$ cat config.mk
export PLATFORM = sky130hd
export DESIGN_NAME = lamport_mutex_node
export DESIGN_NICKNAME = d
export VERILOG_FILES = /design/src/lmx_pkg.sv /design/src/lmx_cell.sv /design/src/lamport_mutex_node.sv
export SDC_FILE = /design/constraint.sdc
export NUM_CORES = 2
export LEC_CHECK = 0
export BUFFER_PORTS_ARGS = -buffer_cell sky130_fd_sc_hd__buf_2
export CAP_MARGIN = 10
export CELL_PAD_IN_SITES_DETAIL_PLACEMENT = 0
export CELL_PAD_IN_SITES_GLOBAL_PLACEMENT = 1
export CORE_ASPECT_RATIO = 2
export CORE_MARGIN = 8
export CORE_UTILIZATION = 46
export CTS_CLUSTER_DIAMETER = 150
export CTS_CLUSTER_SIZE = 24
export DETAILED_ROUTE_END_ITERATION = 10
export GPL_TIMING_DRIVEN = 1
export PLACE_DENSITY = 0.74
export SLEW_MARGIN = 20
export SYNTH_ARGS = -nofsm -noshare
export SYNTH_HDL_FRONTEND = slang
export SYNTH_HIERARCHICAL = 1
export SYNTH_SLANG_ARGS = --single-unit
$ cat constraint.sdc
create_clock -name aclk -period 9.7 [get_ports aclk]
set_input_delay 0.485 -clock aclk [delete_from_list [all_inputs] [get_ports aclk]]
set_output_delay 0.485 -clock aclk [all_outputs]
set_load 0.1 [all_outputs]
$ cat src/lmx_pkg.sv
`timescale 1ns / 1ps
// ----------------------------------------------------------------------------
// lmx_pkg
// Shared types and constants of the Lamport mutual exclusion node.
// ----------------------------------------------------------------------------
package lmx_pkg;

    localparam int TS_W             = 31;
    localparam int PORT_W           = 16;
    localparam int KEY_W            = TS_W + PORT_W;
    localparam int CNT_W            = 8;
    localparam int QUEUE_DEPTH_DEF  = 16;

    localparam int S_TDATA_W        = 48;
    localparam int M_TDATA_W        = 48;
    localparam int CFG_W            = 16;

    localparam logic [TS_W-1:0]  CLOCK_MAX = {TS_W{1'b1}};
    localparam logic [CNT_W-1:0] COUNT_MAX = {CNT_W{1'b1}};

    // command codes
    localparam logic [1:0] CMD_LOCAL   = 2'd0;
    localparam logic [1:0] CMD_PEER    = 2'd1;
    localparam logic [1:0] CMD_REPLY   = 2'd2;
    localparam logic [1:0] CMD_RELEASE = 2'd3;

    // action codes
    localparam logic [1:0] ACT_NONE      = 2'd0;
    localparam logic [1:0] ACT_BROADCAST = 2'd1;
    localparam logic [1:0] ACT_REPLY     = 2'd2;
    localparam logic [1:0] ACT_ENTER     = 2'd3;

    // configuration register indexes
    localparam logic REG_OWN_PORT   = 1'b0;
    localparam logic REG_PEER_COUNT = 1'b1;

    typedef logic [KEY_W-1:0] key_t;

    typedef struct packed {
        logic insert;
        logic pop;
    } cell_ctrl_t;

    typedef enum logic [2:0] {
        ST_IDLE  = 3'b001,
        ST_EXEC  = 3'b010,
        ST_GRANT = 3'b100
    } state_t;

endpackage

$ cat src/lmx_cell.sv
`timescale 1ns / 1ps
// ----------------------------------------------------------------------------
// lmx_cell
// One slot of the sorted request chain: compare, shift right on insert,
// shift left on pop.
// ----------------------------------------------------------------------------
module lmx_cell (
    input  logic                aclk,
    input  lmx_pkg::cell_ctrl_t ctrl,
    input  lmx_pkg::key_t       new_key,
    input  logic                occupied,
    input  lmx_pkg::key_t       left_key,
    input  logic                left_greater,
    input  lmx_pkg::key_t       right_key,
    output lmx_pkg::key_t       key,
    output logic                greater
);
    import lmx_pkg::*;

    key_t key_reg;
    key_t key_next;

    // empty slots count as greater so the insert point is the first of them
    assign greater = !occupied || (key_reg > new_key);
    assign key     = key_reg;

    always_comb begin
        key_next = key_reg;
        if (ctrl.insert) begin
            if (greater) begin
                key_next = left_greater ? left_key : new_key;
            end
        end else if (ctrl.pop) begin
            key_next = right_key;
        end
    end

    always_ff @(posedge aclk) begin
        key_reg <= key_next;
    end

endmodule

$ cat src/lamport_mutex_node.sv
`timescale 1ns / 1ps
// ----------------------------------------------------------------------------
// lamport_mutex_node
// One node of Lamport mutual exclusion with a sorted chain of request cells.
//
//   channel   dir  tdata                               tuser
//   s_        in   msg_timestamp, msg_port             command
//   m_        out  out_timestamp, out_port, overflow   action
//   cfg_      in   own_port / peer_count write         -
//
// Requests pass through the execute step; replies to this node and releases
// also pass through the grant check that follows it.
// The chain inserts or pops across all cells together.
// aresetn is synchronous: clock, reply count and fill clear at once.
// A held m_ word stalls execute or grant steps that emit one, not input acceptance.
// ----------------------------------------------------------------------------
module lamport_mutex_node #(
    parameter int QUEUE_DEPTH = lmx_pkg::QUEUE_DEPTH_DEF
) (
    input  logic                          aclk,
    input  logic                          aresetn,
    input  logic                          s_tvalid,
    output logic                          s_tready,
    input  logic [lmx_pkg::S_TDATA_W-1:0] s_tdata,   // msg_timestamp, msg_port, pad
    input  logic [1:0]                    s_tuser,   // command
    output logic                          m_tvalid,
    input  logic                          m_tready,
    output logic [lmx_pkg::M_TDATA_W-1:0] m_tdata,   // out_timestamp, out_port,
                                                     // queue_overflow
    output logic [1:0]                    m_tuser,   // action
    input  logic                          cfg_we,
    input  logic                          cfg_index,
    input  logic [lmx_pkg::CFG_W-1:0]     cfg_wdata
);
    import lmx_pkg::*;

    localparam int FILL_W = $clog2(QUEUE_DEPTH + 1);

    state_t              state_reg, state_next;
    logic [1:0]          cmd_reg;
    logic [TS_W-1:0]     ts_reg;
    logic [PORT_W-1:0]   port_reg;
    logic [TS_W-1:0]     clock_reg, clock_next;
    logic [CNT_W-1:0]    count_reg, count_next;
    logic [FILL_W-1:0]   fill_reg, fill_next;
    logic [PORT_W-1:0]   own_port_reg;
    logic [CNT_W-1:0]    peer_count_reg;

    logic                m_valid_reg, m_valid_next;
    logic [1:0]          m_action_reg, m_action_next;
    logic [TS_W-1:0]     m_ts_reg, m_ts_next;
    logic [PORT_W-1:0]   m_port_reg, m_port_next;
    logic                m_ovf_reg, m_ovf_next;

    cell_ctrl_t          ctrl;
    key_t                new_key;
    key_t                keys [QUEUE_DEPTH];
    logic                greater [QUEUE_DEPTH];

    logic                out_free;
    logic                full;
    logic [TS_W-1:0]     clk_max;
    logic [TS_W-1:0]     clk_inc;
    logic                granted;

    assign s_tready = aresetn && (state_reg == ST_IDLE);
    assign m_tvalid = m_valid_reg;
    assign m_tuser  = m_action_reg;
    assign m_tdata  = {m_ovf_reg, m_port_reg, m_ts_reg};

    assign out_free = !m_valid_reg || m_tready;
    assign full     = (fill_reg == FILL_W'(QUEUE_DEPTH));
    assign clk_max  = (cmd_reg == CMD_PEER && ts_reg > clock_reg) ? ts_reg : clock_reg;
    assign clk_inc  = (clk_max == CLOCK_MAX) ? clk_max : clk_max + 1'b1;
    assign new_key  = (cmd_reg == CMD_LOCAL) ? {clk_inc, own_port_reg} : {ts_reg, port_reg};
    assign granted  = (fill_reg != '0) && (count_reg == peer_count_reg)
                      && (keys[0][PORT_W-1:0] == own_port_reg);

    genvar g;
    generate
        for (g = 0; g < QUEUE_DEPTH; g++) begin : g_cell
            key_t left_key;
            logic left_greater;
            key_t right_key;
            if (g == 0) begin : g_first
                assign left_key     = '0;
                assign left_greater = 1'b0;
            end else begin : g_inner
                assign left_key     = keys[g-1];
                assign left_greater = greater[g-1];
            end
            if (g == QUEUE_DEPTH - 1) begin : g_last
                assign right_key = keys[g];
            end else begin : g_body
                assign right_key = keys[g+1];
            end
            lmx_cell u_cell (
                .aclk         (aclk),
                .ctrl         (ctrl),
                .new_key      (new_key),
                .occupied     (FILL_W'(g) < fill_reg),
                .left_key     (left_key),
                .left_greater (left_greater),
                .right_key    (right_key),
                .key          (keys[g]),
                .greater      (greater[g])
            );
        end
    endgenerate

    always_comb begin
        state_next    = state_reg;
        clock_next    = clock_reg;
        count_next    = count_reg;
        fill_next     = fill_reg;
        ctrl          = '0;
        m_valid_next  = m_valid_reg && !m_tready;
        m_action_next = m_action_reg;
        m_ts_next     = m_ts_reg;
        m_port_next   = m_port_reg;
        m_ovf_next    = m_ovf_reg;

        unique case (state_reg)
            ST_IDLE: begin
                if (s_tvalid) begin
                    state_next = ST_EXEC;
                end
            end
            ST_EXEC: begin
                unique case (cmd_reg)
                    CMD_LOCAL, CMD_PEER: begin
                        if (out_free) begin
                            clock_next    = clk_inc;
                            ctrl.insert   = !full;
                            fill_next     = full ? fill_reg : fill_reg + 1'b1;
                            m_valid_next  = 1'b1;
                            m_action_next = (cmd_reg == CMD_LOCAL) ? ACT_BROADCAST
                                                                   : ACT_REPLY;
                            m_ts_next     = clk_inc;
                            m_port_next   = (cmd_reg == CMD_LOCAL) ? own_port_reg
                                                                   : port_reg;
                            m_ovf_next    = full;
                            state_next    = ST_IDLE;
                        end
                    end
                    CMD_REPLY: begin
                        if (port_reg == own_port_reg) begin
                            count_next = (count_reg == COUNT_MAX) ? count_reg
                                                                  : count_reg + 1'b1;
                            state_next = ST_GRANT;
                        end else if (out_free) begin
                            m_valid_next  = 1'b1;
                            m_action_next = ACT_NONE;
                            m_ts_next     = '0;
                            m_port_next   = '0;
                            m_ovf_next    = 1'b0;
                            state_next    = ST_IDLE;
                        end
                    end
                    default: begin
                        ctrl.pop   = (fill_reg != '0);
                        fill_next  = (fill_reg != '0) ? fill_reg - 1'b1 : fill_reg;
                        state_next = ST_GRANT;
                    end
                endcase
            end
            ST_GRANT: begin
                if (out_free) begin
                    m_valid_next = 1'b1;
                    m_ovf_next   = 1'b0;
                    if (granted) begin
                        ctrl.pop      = 1'b1;
                        fill_next     = fill_reg - 1'b1;
                        count_next    = '0;
                        m_action_next = ACT_ENTER;
                        m_ts_next     = keys[0][KEY_W-1:PORT_W];
                        m_port_next   = own_port_reg;
                    end else begin
                        m_action_next = ACT_NONE;
                        m_ts_next     = '0;
                        m_port_next   = '0;
                    end
                    state_next = ST_IDLE;
                end
            end
            default: begin
                state_next = ST_IDLE;
            end
        endcase
    end

    always_ff @(posedge aclk) begin
        if (!aresetn) begin
            state_reg      <= ST_IDLE;
            clock_reg      <= '0;
            count_reg      <= '0;
            fill_reg       <= '0;
            m_valid_reg    <= 1'b0;
            own_port_reg   <= '0;
            peer_count_reg <= CNT_W'(1);
        end else begin
            state_reg   <= state_next;
            clock_reg   <= clock_next;
            count_reg   <= count_next;
            fill_reg    <= fill_next;
            m_valid_reg <= m_valid_next;
            if (cfg_we) begin
                unique case (cfg_index)
                    REG_OWN_PORT:   own_port_reg   <= cfg_wdata[PORT_W-1:0];
                    REG_PEER_COUNT: peer_count_reg <= cfg_wdata[CNT_W-1:0];
                    default:        own_port_reg   <= own_port_reg;
                endcase
            end
        end
    end

    always_ff @(posedge aclk) begin
        if (s_tvalid && s_tready) begin
            cmd_reg  <= s_tuser;
            ts_reg   <= s_tdata[TS_W-1:0];
            port_reg <= s_tdata[TS_W+PORT_W-1:TS_W];
        end
        m_action_reg <= m_action_next;
        m_ts_reg     <= m_ts_next;
        m_port_reg   <= m_port_next;
        m_ovf_reg    <= m_ovf_next;
    end

endmodule

=== Yosys cells after proc, flatten, opt, wreduce, memory -nomap -nowiden ===
Index checks and enable logic that the tools add are counted.

* $add $sub $neg: 4
* Order comparisons: 33
* Equal/unequal tests: 39
* Mux-type cells: 120
* Bitwise logic cells: 1
* Reduce and logical (&&, ||, !) cells: 71

{| class="wikitable"
|+ Operator list
! operator !! count
|-
| $mux 47 || 61
|-
| $gt 47x47->1 || 16
|-
| $mux 31 || 7
|-
| $pmux 31 s2 || 2
|-
| $mux 16 || 6
|-
| $pmux 16 s2 || 2
|-
| $lt 4x5->1 const A || 8
|-
| $mux 8 || 5
|-
| $reduce_and 2->1 || 18
|-
| $eq 16x16->1 || 2
|-
| $ne 2x1->1 const B || 16
|-
| $add 31x1->31 const B || 1
|-
| $eq 31x31->1 const B || 1
|-
| $gt 31x31->1 || 1
|-
| $mux 5 || 5
|-
| $lt 3x5->1 const A || 4
|-
| $pmux 5 s2 || 2
|-
| $logic_not 1->1 || 19
|-
| $logic_or 1x1->1 || 17
|-
| $pmux 8 s2 || 1
|-
| $mux 2 || 6
|-
| $ne 2x2->1 const B || 6
|-
| $ne 3x3->1 const B || 4
|-
| $reduce_and 6->1 || 2
|-
| 31 further kinds || 56
|}

* Bits in registers: 923
* Input bits: 72
* Output and inout bits: 52
* Logic and storage cells: 298

=== Logic depth before layout (Yosys ltp) ===
* Word-level depth: 11
* Depth in mapped cells: 33
* Gate-level depth less buffers: 27

=== Modules after synthesis ===
The synthesis kept the hierarchy.

{| class="wikitable"
|+ Modules (own cells, without submodules)
! module !! times used !! cells each !! area each (µm²) !! sequential area each (µm²)
|-
| lmx_cell at g_cell[0].u_cell ... || 15 || 377 || 3,664.8 || 1,411.4
|-
| lamport_mutex_node || 1 || 1,071 || 10,074.7 || 4,414.2
|-
| lmx_cell at g_cell[14].u_cell || 1 || 375 || 3,587.2 || 1,411.4
|}

=== Worst setup path after synthesis ===
Ideal clock, no wire load.

* Path type: register to register
* Start: register clock_reg[21]
* End: register g_cell[0].u_cell.key_reg[0] (enable)
* Library setup time: 0.480 ns
* Arrival time: 9.310 ns
* Required time: 9.220 ns
* Slack: -0.090 ns
* Cell stages (with the launch flop): 26
* Path buffers: 3
* Clock period less this slack: 9.790 ns
* Cells stage by stage: dfxtp_1 > clkbuf_1 > inv_1 > ha_1 > nand4_1 > or4_1 > nor3_1 > a21o_1 > buf_4 > buf_2 > nand2_1 > o21ai_0 > ha_1 > inv_1 > nor4_1 > nand2_2 > a2111o_1 > xor2_1 > mux2_4 > o21ai_0 > inv_1 > ha_1 > nand4_2 > nor4_4 > nand3_1 > a31oi_1

* Cells in the longest elaborated chain, start to end: 10
* Elaborated cells between the ends (all ways): 11
* Those cells by class: 1 x add/sub; 2 x order compare; 2 x eq/ne; 3 x mux; 3 x reduce/logical

{| class="wikitable"
|+ Ends and longest elaborated chain
! item !! line !! RTL
|-
| start: declaration || lamport_mutex_node.sv:43 || <nowiki>logic [TS_W-1:0] clock_reg, clock_next;</nowiki>
|-
| start signal: assignment || lamport_mutex_node.sv:203 || <nowiki>clock_reg <= clock_next;</nowiki>
|-
| $gt 31x31->1 || lamport_mutex_node.sv:73 || <nowiki>assign clk_max = (cmd_reg == CMD_PEER && ts_reg > clock_reg) ? ts_reg : clock_reg;</nowiki>
|-
| $logic_and 1x1->1 || lamport_mutex_node.sv:73 ||
|-
| $mux 31 * || lamport_mutex_node.sv:73 ||
|-
| $add 31x1->31 / $eq 31x31->1 (equally long branches) || lamport_mutex_node.sv:74 || <nowiki>assign clk_inc = (clk_max == CLOCK_MAX) ? clk_max : clk_max + 1'b1;</nowiki>
|-
| $mux 31 * || lamport_mutex_node.sv:74 ||
|-
| $mux 47 * || lamport_mutex_node.sv:75 || <nowiki>assign new_key = (cmd_reg == CMD_LOCAL) ? {clk_inc, own_port_reg} : {ts_reg, port_reg};</nowiki>
|-
| named net new_key[44] || lamport_mutex_node.sv:56 || <nowiki>key_t new_key;</nowiki>
|-
| $gt 47x47->1 * || lmx_cell.sv:24 || <nowiki>assign greater = !occupied || (key_reg > new_key);</nowiki>
|-
| $logic_or 1x1->1 * || lmx_cell.sv:24 ||
|-
| $ne 2x1->1 (no line) * || - ||
|-
| $reduce_and 2->1 (no line) * || - ||
|-
| end signal: assignment || lmx_cell.sv:39 || <nowiki>key_reg <= key_next;</nowiki>
|-
| end: declaration || lmx_cell.sv:20 || <nowiki>key_t key_reg;</nowiki>
|}

Mark *: on every way through the listed nets, which the timed path passes. The rest lies on a longest branch.
A chain may end at the register's enable or synchronous reset.

=== Worst setup path in the final report ===
* Start: register ts_reg[11]
* End: register g_cell[15].u_cell.key_reg[29], data pin

* Cells in the longest elaborated chain, start to end: 9
* Elaborated cells between the ends (all ways): 10
* Those cells by class: 1 x add/sub; 2 x order compare; 1 x eq/ne; 4 x mux; 2 x reduce/logical

{| class="wikitable"
|+ Ends and longest elaborated chain
! item !! line !! RTL
|-
| start: declaration || lamport_mutex_node.sv:41 || <nowiki>logic [TS_W-1:0] ts_reg;</nowiki>
|-
| start signal: assignment || lamport_mutex_node.sv:220 || <nowiki>ts_reg <= s_tdata[TS_W-1:0];</nowiki>
|-
| $gt 31x31->1 || lamport_mutex_node.sv:73 ||
|-
| $logic_and 1x1->1 || lamport_mutex_node.sv:73 ||
|-
| $mux 31 || lamport_mutex_node.sv:73 ||
|-
| $add 31x1->31 / $eq 31x31->1 (equally long branches) || lamport_mutex_node.sv:74 ||
|-
| $mux 31 || lamport_mutex_node.sv:74 ||
|-
| $mux 47 * || lamport_mutex_node.sv:75 ||
|-
| named net new_key[27] || lamport_mutex_node.sv:56 ||
|-
| $gt 47x47->1 * || lmx_cell.sv:24 ||
|-
| $logic_or 1x1->1 * || lmx_cell.sv:24 ||
|-
| named net g_cell[15].left_greater || lamport_mutex_node.sv:83 || <nowiki>logic left_greater;</nowiki>
|-
| $mux 47 * || lmx_cell.sv:31 || <nowiki>key_next = left_greater ? left_key : new_key;</nowiki>
|-
| end signal: assignment || lmx_cell.sv:39 ||
|-
| end: declaration || lmx_cell.sv:20 ||
|}

Marks and branches as above.

==> summary.txt <==
Outcome
  • Outcome: finished, final reports clean

Critical path
  • Crit path max fanout: 47
  • Startpoint Class: register
  • WS Path Type: reg2reg
  • Worst r2r path cells: 29
  • Critical Path AT: roughly 9.3 ns
  • CP endpoint kind: register
  • Crit path from: ts_reg[11]
  • CP required: 10.06 ns
  • Crit path max-delay cell type: nor4_1
  • Largest stage delay on the critical path: about 0.71 ns
  • Reg2reg start: ts_reg[11]

Synth
  • Ys Warns: 6
  • Synth Area per Inst: ~9.7 sq um
  • Gate Count Post-Synth: 7099
  • Post-Syn Area: roughly 69000 sq um

Floorplanning
  • # rows: 200
  • Initial Util: a little under half
  • Die area: around 160000 sq um
  • Die Ht: approximately 560 microns
  • I/O pin count: approximately 120
  • Core box area: about 150000 sq um
  • Die width: around 290 microns

Placed design
  • Cells after DPL: ~9000
  • Post-DP HPWL: between 100000 and 150000 microns
  • Number of port buffers: ~120
  • Pre-CTS WS: ~0.94 ns
  • RePlAce Congestion: between 0.9 and 1
  • Post-Place Cell Area: between 70000 and 80000 sq um

Drt
  • Starting DRT DRC Count: 2514
  • ANT nets after route: 0
  • 1st-pass router iterations: 6
  • DRC: 0
  • Vias per cell: about 5.5
  • DR vias: between 40000 and 50000
  • Avg WL per Cell: around 20 microns
  • Total Wirelength: roughly 180000 microns

Power and ir drop
  • Leakage: ~35 nW
  • Power Density: about 100 nW/um^2
  • Power Total: just under 8 mW
  • Max IR drop VDD: around 110 uV

Clocking
  • Total CTS buffers: 44
  • H-tree Lvls: 2
  • Num Clock Sinks: a little over 900
  • Cts repair resizes: 0
  • Clk Latency, worst-skew pair: ~0.7 ns
  • Postcts setup bufs: 0
  • CTS tree: done
  • CTS root buffer: clkbuf_16
  • Hold-fix buffers, CTS: 50
  • CTS max path bufs: 3
  • Clk pin slew, worst setup/hold paths: 0.10 ns

GRT
  • GRT overflow: 0
  • Largest net degree at the start of global routing: about 250
  • All-Layer GR Usage: between 20% and 30%
  • Initial antenna violation count: 3
  • Vias in the first global route: 50420
  • First-pass GRT wire length: 283400 microns

Timing
  • Clock skew: between 0.03 and 0.04 ns
  • Pins Over Slew Limit: 0
  • RSZ-0062 raised after global routing: no
  • Fmax: around 110 MHz
  • Setup ws final: a little under 0.8 ns
  • Final TNS setup: 0 ns
  • Worst slew pin tran: 1.179 ns
  • Minimum hold slack: 0.06073 ns
  • Final setup viols: 0
  • Period utilization: between 90% and 100%
  • Hold Fails Final Rpt: 0
  • Slew Limit Headroom: 21.39%
  • Min Tclk post-route: around 8.9 ns

Hold path
  • Hold Crit Start: cfg_wdata[14]
  • Hold WC Path Type: in2reg
  • Hold Path Stages: 3

Finish
  • Cell Count, Final, Fillers Out: between 9000 and 10000
  • Combined area of the multi-input logic cells: between 30000 and 40000 sq um
  • Layout cell share with drive strength beyond 1: around 8.4%
  • Synth-to-layout area growth: 7.936%
  • Post-layout util: about 50%
  • Nets: 8046
  • Final instance area: between 70000 and 80000 sq um
  • Layout filler cell count: approximately 14000
  • FF/Latch Area: approximately 27000 sq um
  • Max FFs per register: 752

Flow run
  • Max-cap violations: 0
-- where the power goes --
group	internal [mW]	switching, mW	leakage, nW
logic	0.418	0.719	26.4
clock network	0.868	1.36	0.591
registers	4.36	0.0503	8.27
total	5.64	2.13	35.3
-- path summary, 6_finish.rpt --
kind / endpoint / slack [ns]
max: g_cell[15].u_cell/key[29] / 0.78
min: own_port_reg[14] / 0.06
max reg2reg: g_cell[15].u_cell/key[29] / 0.78
min reg2reg: peer_count_reg[6] / 0.49
-- layout by cell type (no fill, tap or decap), types with 33 or more instances in the layout --
cell	count
buf_4	96
nand4_1	117
nor2_1	863
nand2_1	338
clkbuf_16	45
a211oi_1	34
conb_1	49
nand3_1	108
inv_1	809
o21ai_0	133
and3_1	33
dlygate4sd3_1	50
xnor2_1	59
buf_2	122
a21oi_1	1051
edfxtp_1	851
dfxtp_1	72
buf_12	33
xor2_1	38
mux2i_1	782
a21o_1	65
ha_1	789
-- area by class of cell --
type / instances / area share, %
Multi-Input combinational cell: 5106 / 51.18
Clock buffer: 62 / 1.607
Sequential cell: 923 / 36.45
Clock inverter: 3 / 0.04562
Tap cell: 1919 / 3.242
Inverter: 809 / 4.100
Timing Repair Buffer: 301 / 3.365
Antenna cell: 2 / 0.006758
-- layer usage --
layer  part of all wire [%]  track usage [%]  vias up
met2                     54            42.57      808
met4                    6.5            12.25        2
met3                    2.5            1.657      346
met1                     37            23.11    22970
met5                 0.0082                0        -
li1                       -                -    25720
-- worst max-delay path, delay by kind of cell, from the launching register on --
kind	cells	cell delay, ns
simple gates	9	2.90
compound gates	9	2.44
buf+inv	5	1.13
fa+ha+maj	3	0.97
flops	1	0.57
mux	2	0.34
xor+xnor	1	0.15
(Power assumes the default switching activity.)
